==> config.mk <==
export PLATFORM = sky130hd
export DESIGN_NAME = hashed_timing_wheel_top
export DESIGN_NICKNAME = d
export VERILOG_FILES = /design/src/hdl/htw_pkg.sv /design/src/hdl/htw_div.sv /design/src/hdl/htw_cell.sv /design/src/hdl/hashed_timing_wheel_top.sv
export SDC_FILE = /design/constraint.sdc
export NUM_CORES = 2
export LEC_CHECK = 0
export BUFFER_PORTS_ARGS = -buffer_cell sky130_fd_sc_hd__buf_2
export CAP_MARGIN = 20
export CORE_ASPECT_RATIO = 0.9
export CORE_MARGIN = 2
export CORE_UTILIZATION = 40
export DETAILED_ROUTE_END_ITERATION = 6
export PLACE_DENSITY = 0.63
export SLEW_MARGIN = 25
export SYNTH_ARGS = -nofsm -noshare
export SYNTH_HDL_FRONTEND = slang
export SYNTH_SLANG_ARGS = --single-unit
==> constraint.sdc <==
create_clock -name clk_i -period 6.93 [get_ports clk_i]
set_input_delay 0.693 -clock clk_i [delete_from_list [all_inputs] [get_ports clk_i]]
set_output_delay 0.693 -clock clk_i [all_outputs]
set_load 0.02 [all_outputs]
==> src/hdl/htw_pkg.sv <==
// ----------------------------------------------------------------------------
// htw_pkg: shared constants and codes for the hashed timing wheel
// Widths of the fixed fields, operation codes and register indexes.
// ----------------------------------------------------------------------------
package htw_pkg;

  localparam int NUM_TIMERS_DEF = 32;
  localparam int MAX_SLOTS_DEF  = 256;

  localparam int TIME_W     = 26;  // ticks, rounds and period
  localparam int DIVIDEND_W = 27;  // ticks plus current slot
  localparam int DIVISOR_W  = 16;
  localparam int MODE_W     = 2;
  localparam int ID_IN_W    = 5;
  localparam int SEC_W      = 16;
  localparam int MS_W       = 16;
  localparam int SLOTS_CFG_W = 9;
  localparam int TICK_CFG_W = 16;
  localparam int CFG_W      = 16;
  localparam int OUT_LIMIT  = 32;
  localparam int OUT_CNT_W  = $clog2(OUT_LIMIT + 1);
  localparam int MS_PER_SEC = 1000;

  localparam int IN_TDATA_W  = 40;
  localparam int OUT_TDATA_W = 8;

  localparam logic [SLOTS_CFG_W-1:0] SLOTS_RESET = 9'd256;
  localparam logic [TICK_CFG_W-1:0]  TICK_RESET  = 16'd10;

  typedef enum logic [1:0] {
    MODE_ADD  = 2'd0,
    MODE_DEL  = 2'd1,
    MODE_TICK = 2'd2,
    MODE_NOP  = 2'd3
  } mode_e;

  typedef enum logic {
    REG_SLOTS   = 1'b0,
    REG_TICK_MS = 1'b1
  } reg_e;

endpackage

==> src/hdl/htw_div.sv <==
// ----------------------------------------------------------------------------
// htw_div: restoring divider, one quotient bit per cycle
// Quotient and remainder hold after done until the next start.
// ----------------------------------------------------------------------------
module htw_div #(
  parameter int DW = htw_pkg::DIVIDEND_W,
  parameter int VW = htw_pkg::DIVISOR_W
) (
  input  logic          clk_i,
  input  logic          rst_ni,
  input  logic          start_i,
  input  logic [DW-1:0] dividend_i,
  input  logic [VW-1:0] divisor_i,
  output logic          done_o,
  output logic [DW-1:0] quot_o,
  output logic [VW-1:0] rem_o
);

  localparam int CW = $clog2(DW + 1);

  logic [DW-1:0] quo_q;
  logic [VW:0]   rem_q;
  logic [VW-1:0] dvs_q;
  logic [CW-1:0] cnt_q;
  logic          busy_q, done_q;
  logic [VW:0]   trial, diff;
  logic          fits;

  assign trial = {rem_q[VW-1:0], quo_q[DW-1]};
  assign fits  = trial >= {1'b0, dvs_q};
  assign diff  = trial - {1'b0, dvs_q};

  always_ff @(posedge clk_i or negedge rst_ni) begin
    if (!rst_ni) begin
      busy_q <= 1'b0;
      done_q <= 1'b0;
      cnt_q  <= '0;
    end else begin
      done_q <= 1'b0;
      if (start_i) begin
        busy_q <= 1'b1;
        cnt_q  <= CW'(DW);
      end else if (busy_q) begin
        cnt_q <= cnt_q - 1'b1;
        if (cnt_q == CW'(1)) begin
          busy_q <= 1'b0;
          done_q <= 1'b1;
        end
      end
    end
  end

  always_ff @(posedge clk_i) begin
    if (start_i) begin
      quo_q <= dividend_i;
      rem_q <= '0;
      dvs_q <= divisor_i;
    end else if (busy_q) begin
      rem_q <= fits ? diff : trial;
      quo_q <= {quo_q[DW-2:0], fits};
    end
  end

  assign done_o = done_q;
  assign quot_o = quo_q;
  assign rem_o  = rem_q[VW-1:0];

endmodule

==> src/hdl/htw_cell.sv <==
// ----------------------------------------------------------------------------
// htw_cell: one timer entry of the ring
// Loads from the write bus, clears its live bit, or takes its neighbor's entry on a shift.
// ----------------------------------------------------------------------------
module htw_cell #(
  parameter int SLOT_W = 8
) (
  input  logic                      clk_i,
  input  logic                      rst_ni,
  input  logic                      shift_i,
  input  logic                      nb_live_i,
  input  logic [SLOT_W-1:0]         nb_slot_i,
  input  logic [htw_pkg::TIME_W-1:0] nb_rounds_i,
  input  logic [htw_pkg::TIME_W-1:0] nb_period_i,
  input  logic                      nb_rep_i,
  input  logic                      wr_i,
  input  logic                      clr_i,
  input  logic [SLOT_W-1:0]         wr_slot_i,
  input  logic [htw_pkg::TIME_W-1:0] wr_rounds_i,
  input  logic [htw_pkg::TIME_W-1:0] wr_period_i,
  input  logic                      wr_rep_i,
  output logic                      live_o,
  output logic [SLOT_W-1:0]         slot_o,
  output logic [htw_pkg::TIME_W-1:0] rounds_o,
  output logic [htw_pkg::TIME_W-1:0] period_o,
  output logic                      rep_o
);

  logic                       live_q;
  logic [SLOT_W-1:0]          slot_q;
  logic [htw_pkg::TIME_W-1:0] rounds_q, period_q;
  logic                       rep_q;

  always_ff @(posedge clk_i or negedge rst_ni) begin
    if (!rst_ni) begin
      live_q <= 1'b0;
    end else if (shift_i) begin
      live_q <= nb_live_i;
    end else if (wr_i) begin
      live_q <= 1'b1;
    end else if (clr_i) begin
      live_q <= 1'b0;
    end
  end

  always_ff @(posedge clk_i) begin
    if (shift_i) begin
      slot_q   <= nb_slot_i;
      rounds_q <= nb_rounds_i;
      period_q <= nb_period_i;
      rep_q    <= nb_rep_i;
    end else if (wr_i) begin
      slot_q   <= wr_slot_i;
      rounds_q <= wr_rounds_i;
      period_q <= wr_period_i;
      rep_q    <= wr_rep_i;
    end
  end

  assign live_o   = live_q;
  assign slot_o   = slot_q;
  assign rounds_o = rounds_q;
  assign period_o = period_q;
  assign rep_o    = rep_q;

endmodule

==> src/hdl/hashed_timing_wheel_top.sv <==
// ----------------------------------------------------------------------------
// hashed_timing_wheel_top: hashed timing wheel over a ring of timer cells
//
//   channel   dir  beat contents
//   s_axis    in   tuser: mode; tdata: timer_id, seconds, millis, repeat_req
//   m_axis    out  tdata: expired_id; tlast: last expiry of the tick
//   cfg       in   cfg_addr_i 0 slots_in_use, 1 tick_ms
//
// Add: the shared bit-serial divider computes ms/tick, then
// (ticks+current)%slots and ticks/slots. Tick: the divider advances the
// slot, then the ring rotates once past the head cell, then a flush state;
// a repeating expiry is re-armed with the last two divisions of Add.
// Delete needs no divider. A full output register stalls the rotation.
// Reset clears the live bits and control; entry payload is not reset.
// ----------------------------------------------------------------------------
module hashed_timing_wheel_top #(
  parameter int NUM_TIMERS = htw_pkg::NUM_TIMERS_DEF,
  parameter int MAX_SLOTS  = htw_pkg::MAX_SLOTS_DEF
) (
  input  logic                              clk_i,
  input  logic                              rst_ni,
  input  logic                              s_axis_tvalid,
  output logic                              s_axis_tready,
  // timer_id[4:0], seconds[20:5], millis[36:21], repeat_req[37], zero [39:38]
  input  logic [htw_pkg::IN_TDATA_W-1:0]    s_axis_tdata,
  // mode[1:0]
  input  logic [htw_pkg::MODE_W-1:0]        s_axis_tuser,
  output logic                              m_axis_tvalid,
  input  logic                              m_axis_tready,
  // expired_id[4:0], zero [7:5]
  output logic [htw_pkg::OUT_TDATA_W-1:0]   m_axis_tdata,
  output logic                              m_axis_tlast,
  input  logic                              cfg_we_i,
  input  logic                              cfg_addr_i,
  input  logic [htw_pkg::CFG_W-1:0]         cfg_wdata_i
);

  localparam int SLOT_W = $clog2(MAX_SLOTS);
  localparam int CNT_W  = $clog2(NUM_TIMERS + 1);
  localparam int TW     = htw_pkg::TIME_W;
  localparam int DW     = htw_pkg::DIVIDEND_W;
  localparam int VW     = htw_pkg::DIVISOR_W;
  localparam int OCW    = htw_pkg::OUT_CNT_W;
  localparam int IDW    = htw_pkg::ID_IN_W;

  typedef enum logic [6:0] {
    ST_IDLE  = 7'b0000001,
    ST_DIVT  = 7'b0000010,
    ST_ARMS  = 7'b0000100,
    ST_ARMR  = 7'b0001000,
    ST_TADV  = 7'b0010000,
    ST_SCAN  = 7'b0100000,
    ST_FLUSH = 7'b1000000
  } state_e;

  state_e state_q, state_d;

  // input fields
  htw_pkg::mode_e           in_mode;
  logic [IDW-1:0]           in_id;
  logic [htw_pkg::SEC_W-1:0] in_sec;
  logic [htw_pkg::MS_W-1:0]  in_ms;
  logic                     in_rep;
  assign in_mode = htw_pkg::mode_e'(s_axis_tuser);
  assign in_id   = s_axis_tdata[4:0];
  assign in_sec  = s_axis_tdata[20:5];
  assign in_ms   = s_axis_tdata[36:21];
  assign in_rep  = s_axis_tdata[37];

  logic [htw_pkg::SLOTS_CFG_W-1:0] slots_q;
  logic [htw_pkg::TICK_CFG_W-1:0]  tickms_q;

  always_ff @(posedge clk_i or negedge rst_ni) begin
    if (!rst_ni) begin
      slots_q  <= htw_pkg::SLOTS_RESET;
      tickms_q <= htw_pkg::TICK_RESET;
    end else if (cfg_we_i) begin
      case (htw_pkg::reg_e'(cfg_addr_i))
        htw_pkg::REG_SLOTS:   slots_q  <= cfg_wdata_i[htw_pkg::SLOTS_CFG_W-1:0];
        htw_pkg::REG_TICK_MS: tickms_q <= cfg_wdata_i[htw_pkg::TICK_CFG_W-1:0];
        default: ;
      endcase
    end
  end

  logic [VW-1:0] eff_s, eff_tm;
  always_comb begin
    if (slots_q == '0) eff_s = VW'(1);
    else if (VW'(slots_q) > VW'(MAX_SLOTS)) eff_s = VW'(MAX_SLOTS);
    else eff_s = VW'(slots_q);
    eff_tm = (tickms_q == '0) ? VW'(1) : VW'(tickms_q);
  end

  // registers
  logic [IDW-1:0]    id_q, id_d;
  logic              rep_q, rep_d;
  logic [TW-1:0]     total_q, total_d, ticks_q, ticks_d;
  logic [SLOT_W-1:0] nslot_q, nslot_d, cur_q, cur_d;
  logic [CNT_W-1:0]  scan_q, scan_d;
  logic [OCW-1:0]    ocnt_q, ocnt_d;
  logic              pend_v_q, pend_v_d;
  logic [IDW-1:0]    pend_id_q, pend_id_d;
  logic              out_v_q;
  logic [IDW-1:0]    out_id_q;
  logic              out_last_q;
  logic              run_q, run_d, inscan_q, inscan_d;

  // divider
  logic          div_start, div_done;
  logic [DW-1:0] div_a, div_quo;
  logic [VW-1:0] div_b, div_rem;

  always_comb begin
    div_a = DW'(total_q);
    div_b = eff_tm;
    case (state_q)
      ST_ARMS: begin div_a = DW'(ticks_q) + DW'(cur_q); div_b = eff_s; end
      ST_ARMR: begin div_a = DW'(ticks_q); div_b = eff_s; end
      ST_TADV: begin div_a = DW'(cur_q) + DW'(1); div_b = eff_s; end
      default: ;
    endcase
  end

  htw_div #(.DW(DW), .VW(VW)) u_div (
    .clk_i, .rst_ni,
    .start_i(div_start), .dividend_i(div_a), .divisor_i(div_b),
    .done_o(div_done), .quot_o(div_quo), .rem_o(div_rem)
  );

  // cell ring: cell 0 is the head, the tail takes the processed head entry
  logic              c_live [NUM_TIMERS+1];
  logic [SLOT_W-1:0] c_slot [NUM_TIMERS+1];
  logic [TW-1:0]     c_rnd  [NUM_TIMERS+1];
  logic [TW-1:0]     c_per  [NUM_TIMERS+1];
  logic              c_rep  [NUM_TIMERS+1];

  logic              shift_en, wr_en, clr_en;
  logic              e_live, e_rep;
  logic [SLOT_W-1:0] e_slot;
  logic [TW-1:0]     e_rnd, e_per;

  assign c_live[NUM_TIMERS] = e_live;
  assign c_slot[NUM_TIMERS] = e_slot;
  assign c_rnd[NUM_TIMERS]  = e_rnd;
  assign c_per[NUM_TIMERS]  = e_per;
  assign c_rep[NUM_TIMERS]  = e_rep;

  for (genvar k = 0; k < NUM_TIMERS; k++) begin : g_cell
    logic wr_k, clr_k;
    assign wr_k  = wr_en && (32'(id_q) == k);
    assign clr_k = clr_en && (32'(in_id) == k);
    htw_cell #(.SLOT_W(SLOT_W)) u_cell (
      .clk_i, .rst_ni,
      .shift_i(shift_en),
      .nb_live_i(c_live[k+1]), .nb_slot_i(c_slot[k+1]), .nb_rounds_i(c_rnd[k+1]),
      .nb_period_i(c_per[k+1]), .nb_rep_i(c_rep[k+1]),
      .wr_i(wr_k), .clr_i(clr_k),
      .wr_slot_i(e_slot), .wr_rounds_i(e_rnd), .wr_period_i(e_per), .wr_rep_i(e_rep),
      .live_o(c_live[k]), .slot_o(c_slot[k]), .rounds_o(c_rnd[k]),
      .period_o(c_per[k]), .rep_o(c_rep[k])
    );
  end

  logic out_free, push, push_last, hit, id_ok, last_scan, report;
  logic [IDW-1:0] push_id;

  assign out_free  = !out_v_q || m_axis_tready;
  assign hit       = c_live[0] && (c_slot[0] == cur_q);
  assign id_ok     = 32'(in_id) < NUM_TIMERS;
  assign last_scan = scan_q == CNT_W'(NUM_TIMERS - 1);
  assign report    = ocnt_q < OCW'(htw_pkg::OUT_LIMIT);

  always_comb begin
    state_d = state_q;
    id_d = id_q; rep_d = rep_q; total_d = total_q; ticks_d = ticks_q;
    nslot_d = nslot_q; cur_d = cur_q; scan_d = scan_q; ocnt_d = ocnt_q;
    pend_v_d = pend_v_q; pend_id_d = pend_id_q; run_d = run_q; inscan_d = inscan_q;
    div_start = 1'b0; shift_en = 1'b0; wr_en = 1'b0; clr_en = 1'b0;
    push = 1'b0; push_id = pend_id_q; push_last = 1'b0;
    e_live = c_live[0]; e_slot = c_slot[0]; e_rnd = c_rnd[0];
    e_per = c_per[0]; e_rep = c_rep[0];

    case (state_q)
      ST_IDLE: begin
        if (s_axis_tvalid) begin
          case (in_mode)
            htw_pkg::MODE_ADD: begin
              if (id_ok) begin
                id_d    = in_id;
                rep_d   = in_rep;
                total_d = TW'(in_sec) * TW'(htw_pkg::MS_PER_SEC) + TW'(in_ms);
                inscan_d = 1'b0;
                state_d = ST_DIVT;
              end
            end
            htw_pkg::MODE_DEL:  clr_en = id_ok;
            htw_pkg::MODE_TICK: state_d = ST_TADV;
            default: ;
          endcase
        end
      end
      ST_DIVT, ST_ARMS, ST_ARMR, ST_TADV: begin
        if (!run_q) begin
          div_start = 1'b1;
          run_d = 1'b1;
        end else if (div_done) begin
          run_d = 1'b0;
          case (state_q)
            ST_DIVT: begin
              ticks_d = div_quo[TW-1:0];
              state_d = ST_ARMS;
            end
            ST_ARMS: begin
              nslot_d = div_rem[SLOT_W-1:0];
              state_d = ST_ARMR;
            end
            ST_ARMR: begin
              e_live = 1'b1;
              e_slot = nslot_q;
              e_rnd  = div_quo[TW-1:0];
              e_per  = ticks_q;
              if (inscan_q) begin
                shift_en = 1'b1;
                scan_d   = scan_q + 1'b1;
                state_d  = last_scan ? ST_FLUSH : ST_SCAN;
              end else begin
                e_rep   = rep_q;
                wr_en   = 1'b1;
                state_d = ST_IDLE;
              end
            end
            default: begin // slot advance
              cur_d    = div_rem[SLOT_W-1:0];
              scan_d   = '0;
              ocnt_d   = '0;
              inscan_d = 1'b1;
              state_d  = ST_SCAN;
            end
          endcase
        end
      end
      ST_SCAN: begin
        if (hit && c_rnd[0] == '0) begin
          if (!(report && pend_v_q && !out_free)) begin
            if (report) begin
              push      = pend_v_q;
              pend_v_d  = 1'b1;
              pend_id_d = IDW'(scan_q);
              ocnt_d    = ocnt_q + 1'b1;
            end
            if (c_rep[0]) begin
              ticks_d = c_per[0];
              state_d = ST_ARMS;
            end else begin
              e_live   = 1'b0;
              shift_en = 1'b1;
              scan_d   = scan_q + 1'b1;
              if (last_scan) state_d = ST_FLUSH;
            end
          end
        end else begin
          if (hit) e_rnd = c_rnd[0] - 1'b1;
          shift_en = 1'b1;
          scan_d   = scan_q + 1'b1;
          if (last_scan) state_d = ST_FLUSH;
        end
      end
      ST_FLUSH: begin
        inscan_d = 1'b0;
        if (!pend_v_q) begin
          state_d = ST_IDLE;
        end else if (out_free) begin
          push      = 1'b1;
          push_last = 1'b1;
          pend_v_d  = 1'b0;
          state_d   = ST_IDLE;
        end
      end
      default: state_d = ST_IDLE;
    endcase
  end

  always_ff @(posedge clk_i or negedge rst_ni) begin
    if (!rst_ni) begin
      state_q  <= ST_IDLE;
      cur_q    <= '0;
      scan_q   <= '0;
      ocnt_q   <= '0;
      pend_v_q <= 1'b0;
      out_v_q  <= 1'b0;
      run_q    <= 1'b0;
      inscan_q <= 1'b0;
    end else begin
      state_q  <= state_d;
      cur_q    <= cur_d;
      scan_q   <= scan_d;
      ocnt_q   <= ocnt_d;
      pend_v_q <= pend_v_d;
      run_q    <= run_d;
      inscan_q <= inscan_d;
      if (push) out_v_q <= 1'b1;
      else if (m_axis_tready) out_v_q <= 1'b0;
    end
  end

  always_ff @(posedge clk_i) begin
    id_q      <= id_d;
    rep_q     <= rep_d;
    total_q   <= total_d;
    ticks_q   <= ticks_d;
    nslot_q   <= nslot_d;
    pend_id_q <= pend_id_d;
    if (push) begin
      out_id_q   <= push_id;
      out_last_q <= push_last;
    end
  end

  assign s_axis_tready = state_q == ST_IDLE;
  assign m_axis_tvalid = out_v_q;
  assign m_axis_tdata  = htw_pkg::OUT_TDATA_W'(out_id_q);
  assign m_axis_tlast  = out_last_q;

endmodule
==> reports/metrics.yaml <==
clock_tree:
  root_buffer: "clkbuf_16"
  htree_levels: 4
  cts.clk_slew.worst_paths_ps: 70
  cts_tree: "yes"
  cts_buffers: 210
  cts_resized: 0
  clock_latency_ps: 860
  cts_setup_buffers: 0
  cts_max_path_buffers: 3
  clock_sinks: 2183
logic_synthesis:
  synth.cell_area_um2: 91810
  ys.flop_type: "edfxtp_1"
  async_flop_share: 0.04352
  postSynthCellCount: 6895
  synth_cell_types: 86
  synthTopCellsByCount: "edfxtp_1 (2072), nor2_1 (1618), o21a_1 (1165)"
  synth_edf_count: 2072
  ys_top_cells_by_area: "edfxtp_1 (68%), o21a_1 (9.5%), nor2_1 (6.6%)"
  syn_avg_cell_area_um2: 13.32
  ys_seq_area_frac: 0.7071
  yosysTopAreaCell: "edfxtp_1"
  synth.top_cell.area_share: 0.6777
  postSynthRegisterBits: 2183
  yosysMostFrequentCell: "edfxtp_1"
  ys_warn_count: 0
hold_path:
  hold_path.class: "in2reg"
  hp-start: "s_axis_tdata[37]"
floorplan:
  num_rows: 166
  ios: 75
  die_w_um: 509.0
  start_util: 0.4029
  dieArea_um2: 233400
  die-height_um: 458.5
  fp.coreArea_um2: 227800
power:
  pwr-share-comb: 0.161
  switching_power_uw: 9092
  p_sw_frac: 0.2807
  p_clk_frac: 0.355
  power_density_nw_per_um2: 317.3
  cellInternalPower_uw: 23290
  power_uw: 32380
  p_leak_uw: 0.02539
  seqPwrFrac: 0.484
  irDropWorstVdd_mv: 0.2824
setup_path:
  r2r-start: "g_cell[0].u_cell.rounds_o[3]$_DFFE_PP_"
  cp-end-kind: "register"
  critPathKind: "reg2reg"
  worst_setup_path_start_kind: "register"
  crit_fanout: 81
  cp-startpoint: "g_cell[0].u_cell.rounds_o[3]$_DFFE_PP_"
  critical_path_required_ps: 7380
  crit_arrival_ps: 5870
grt:
  grt_antenna_before_repair: 4
  grt_max_degree: 227
  grt.overflow.total: 0
  grtUsageTotal: 0.1840
  grt_pass1_wl_um: 330900
  grt_pass1_vias: 53230
detailed_routing:
  first_pass_iters: 6
  dr.first_iter.drc_count: 6123
  met1_length_um: 100400
  drt_wl_total_um: 217400
  wire_per_inst_um: 21.67
  top_layer: "met5"
  viasPerCell: 5.430
  drc: 0
  route.met2.wl_um: 95340
  ant_nets: 0
  route.met3.wl_um: 15880
  vias: 54470
sta:
  setup_tns_ps: 0
  fin_crit_ps: 5421
  hold_violations: 0
  fmax_mhz: 184.5
  timing.final.crit_share: 0.7822
  grt_setup_unrepaired: "no"
  hold_slack_ps: 54.89
  finalClockSkew_ps: 68.05
  setup_viol: 0
  timing.final.ws_setup_ps: 1509
  relSlewSlack: 0.2320
  worst_slew_pin_slew_ps: 1152
  final_max_slew_viol_count: 0
cells_and_area:
  areaGrowthSynthToFinish_pct: 11.18
  fill_cells: 20170
  drive_gt1_frac: 0.09149
  design_area_um2: 102100
  fin_nets: 7040
placement:
  pre_cts_ws_ps: 591.5
  port_buffers: 69
  placed_area_um2: 95100
  gp_congestion: 0.8541
  dp_hpwl_um: 122500
run:
  drv_cap: 0
outcome:
  status: "finished clean"
-- final timing paths --
path | to | slack [ps] | depth (start not counted)
setup reg to reg | g_cell[17].u_cell.rounds_o[1]$_DFFE_PP_ | 1510 | 10
min in group asynchronous | tickms_q[12]$_DFFE_PN0P_ | 300 | 2
hold / removal | rep_q$_DFFE_PP_ | 50 | 1
max in group asynchronous | scan_q[3]$_DFFE_PN0P_ | 5620 | 3
hold reg to reg | out_id_q[0]$_DFFE_PP_ | 420 | 0
setup / recovery | g_cell[17].u_cell.rounds_o[1]$_DFFE_PP_ | 1510 | 10
-- cell families after synthesis --
| kind of cell | after synthesis | synth area share |
|---|---|---|
| multiplexers | 42 | 0.005056 |
| adder cells (fa/ha/maj) | 152 | 0.02538 |
| AND/OR/NAND/NOR | 2285 | 0.1020 |
| other | 1 | 0.00004084 |
| XOR/XNOR | 81 | 0.007727 |
| buffers and inverters | 609 | 0.03085 |
| AO/OA/AOI/OAI | 1542 | 0.1218 |
| flip-flops | 2183 | 0.7071 |
-- registers in the layout, summed over array words and instances (netlist names), 5 cells and up --
signal / flops
pend_id_q: 5
out_id_q: 5
tickms_q: 16
state_q: 7
slots_q: 9
g_cell.u_cell.rounds_o: 832
u_div.cnt_q: 5
g_cell.u_cell.slot_o: 256
ocnt_q: 6
u_div.quot_o: 27
nslot_q: 8
scan_q: 6
total_q: 26
id_q: 5
cur_q: 8
g_cell.u_cell.period_o: 832
u_div.dvs_q: 16
g_cell.u_cell.live_o: 32
ticks_q: 26
g_cell.u_cell.rep_o: 32
u_div.rem_q: 16
-- power groups by stage --
stage	clock, uW	combinational [uW]	sequential (uW)
6_report	11500	5220	15700
5_1_grt	12200	5790	15700
4_1_cts	11700	5210	15700
3_5_place_dp	0	5190	15900
3_3_place_gp	0	5090	15900
2_1_floorplan	0	3690	15700
-- metal layers --
layer  track usage  up-vias
li1              -    24600
met1        0.2744    27770
met2        0.2739     1783
met3       0.03440      313
met4       0.05206        6
met5             0        -
-- cell type report --
class	count	area (um2)	area share
Sequential cell	2183	64920	0.6360
Multi-Input combinational cell	4105	24460	0.2397
Clock buffer	251	5409	0.05299
Tap cell	3024	3784	0.03707
Timing Repair Buffer	195	1554	0.01522
Clock inverter	143	1453	0.01423
Inverter	129	484.2	0.004744
Antenna cell	1	2.502	0.00002452
-- through the flow --
stage / instances / utilization
after floorplan: 6897 / -
after detailed placement: 9632 / 0.4174
final: 10030 / 0.4480
after global placement: 9631 / 0.4170
after CTS: 10030 / 0.4476
after global routing: 10030 / 0.4480
-- cells in the final DEF (no fill, tap or decap), types with 13 or more instances in the layout --
| master | netlist | final |
|---|---|---|
| a21oi_1 | 61 | 61 |
| buf_2 | 388 | 68 |
| bufinv_16 | 0 | 20 |
| or3_1 | 15 | 15 |
| nand3_1 | 54 | 46 |
| xor2_1 | 37 | 37 |
| dfxtp_1 | 16 | 16 |
| ha_1 | 95 | 95 |
| mux2_2 | 35 | 35 |
| dfrtp_1 | 91 | 91 |
| nor4_1 | 22 | 21 |
| nor2_2 | 17 | 20 |
| buf_12 | 0 | 15 |
| a31oi_1 | 52 | 52 |
| nor2_1 | 1618 | 1608 |
| nand4_1 | 18 | 18 |
| o211ai_1 | 18 | 18 |
| edfxtp_1 | 2072 | 2072 |
| nor3_1 | 43 | 42 |
| nand2b_1 | 25 | 23 |
| a221oi_1 | 13 | 13 |
| nor2b_1 | 17 | 17 |
| nand2_1 | 370 | 337 |
| clkbuf_16 | 0 | 210 |
| o21ai_0 | 112 | 112 |
| clkbuf_1 | 66 | 41 |
| xnor2_1 | 44 | 44 |
| fa_1 | 57 | 57 |
| buf_4 | 8 | 105 |
| and2_1 | 17 | 17 |
| inv_1 | 129 | 128 |
| nand2_4 | 0 | 29 |
| clkinv_1 | 0 | 58 |
| o21a_1 | 1165 | 1165 |
| clkinv_2 | 0 | 40 |
| a21o_1 | 26 | 26 |
| nand3_2 | 10 | 18 |
-- worst max-delay path, stage by stage, from the launching register on --
cell and delay (ps):
edfxtp_1 490, or4_1 720, nor4_4 400, and2_1 310, nand3b_2 270, o21a_1 310
a31oi_4 640, buf_12 470, buf_4 460, nand2_4 330, buf_4 430
-- repair_timing --
action | CTS | global route
endpoints found under the setup margin | 0 | 0
hold buffers | 2 | 0
hold endpoints to repair | 24 | 0
No activity file was read; power rests on OpenSTA's default activity.
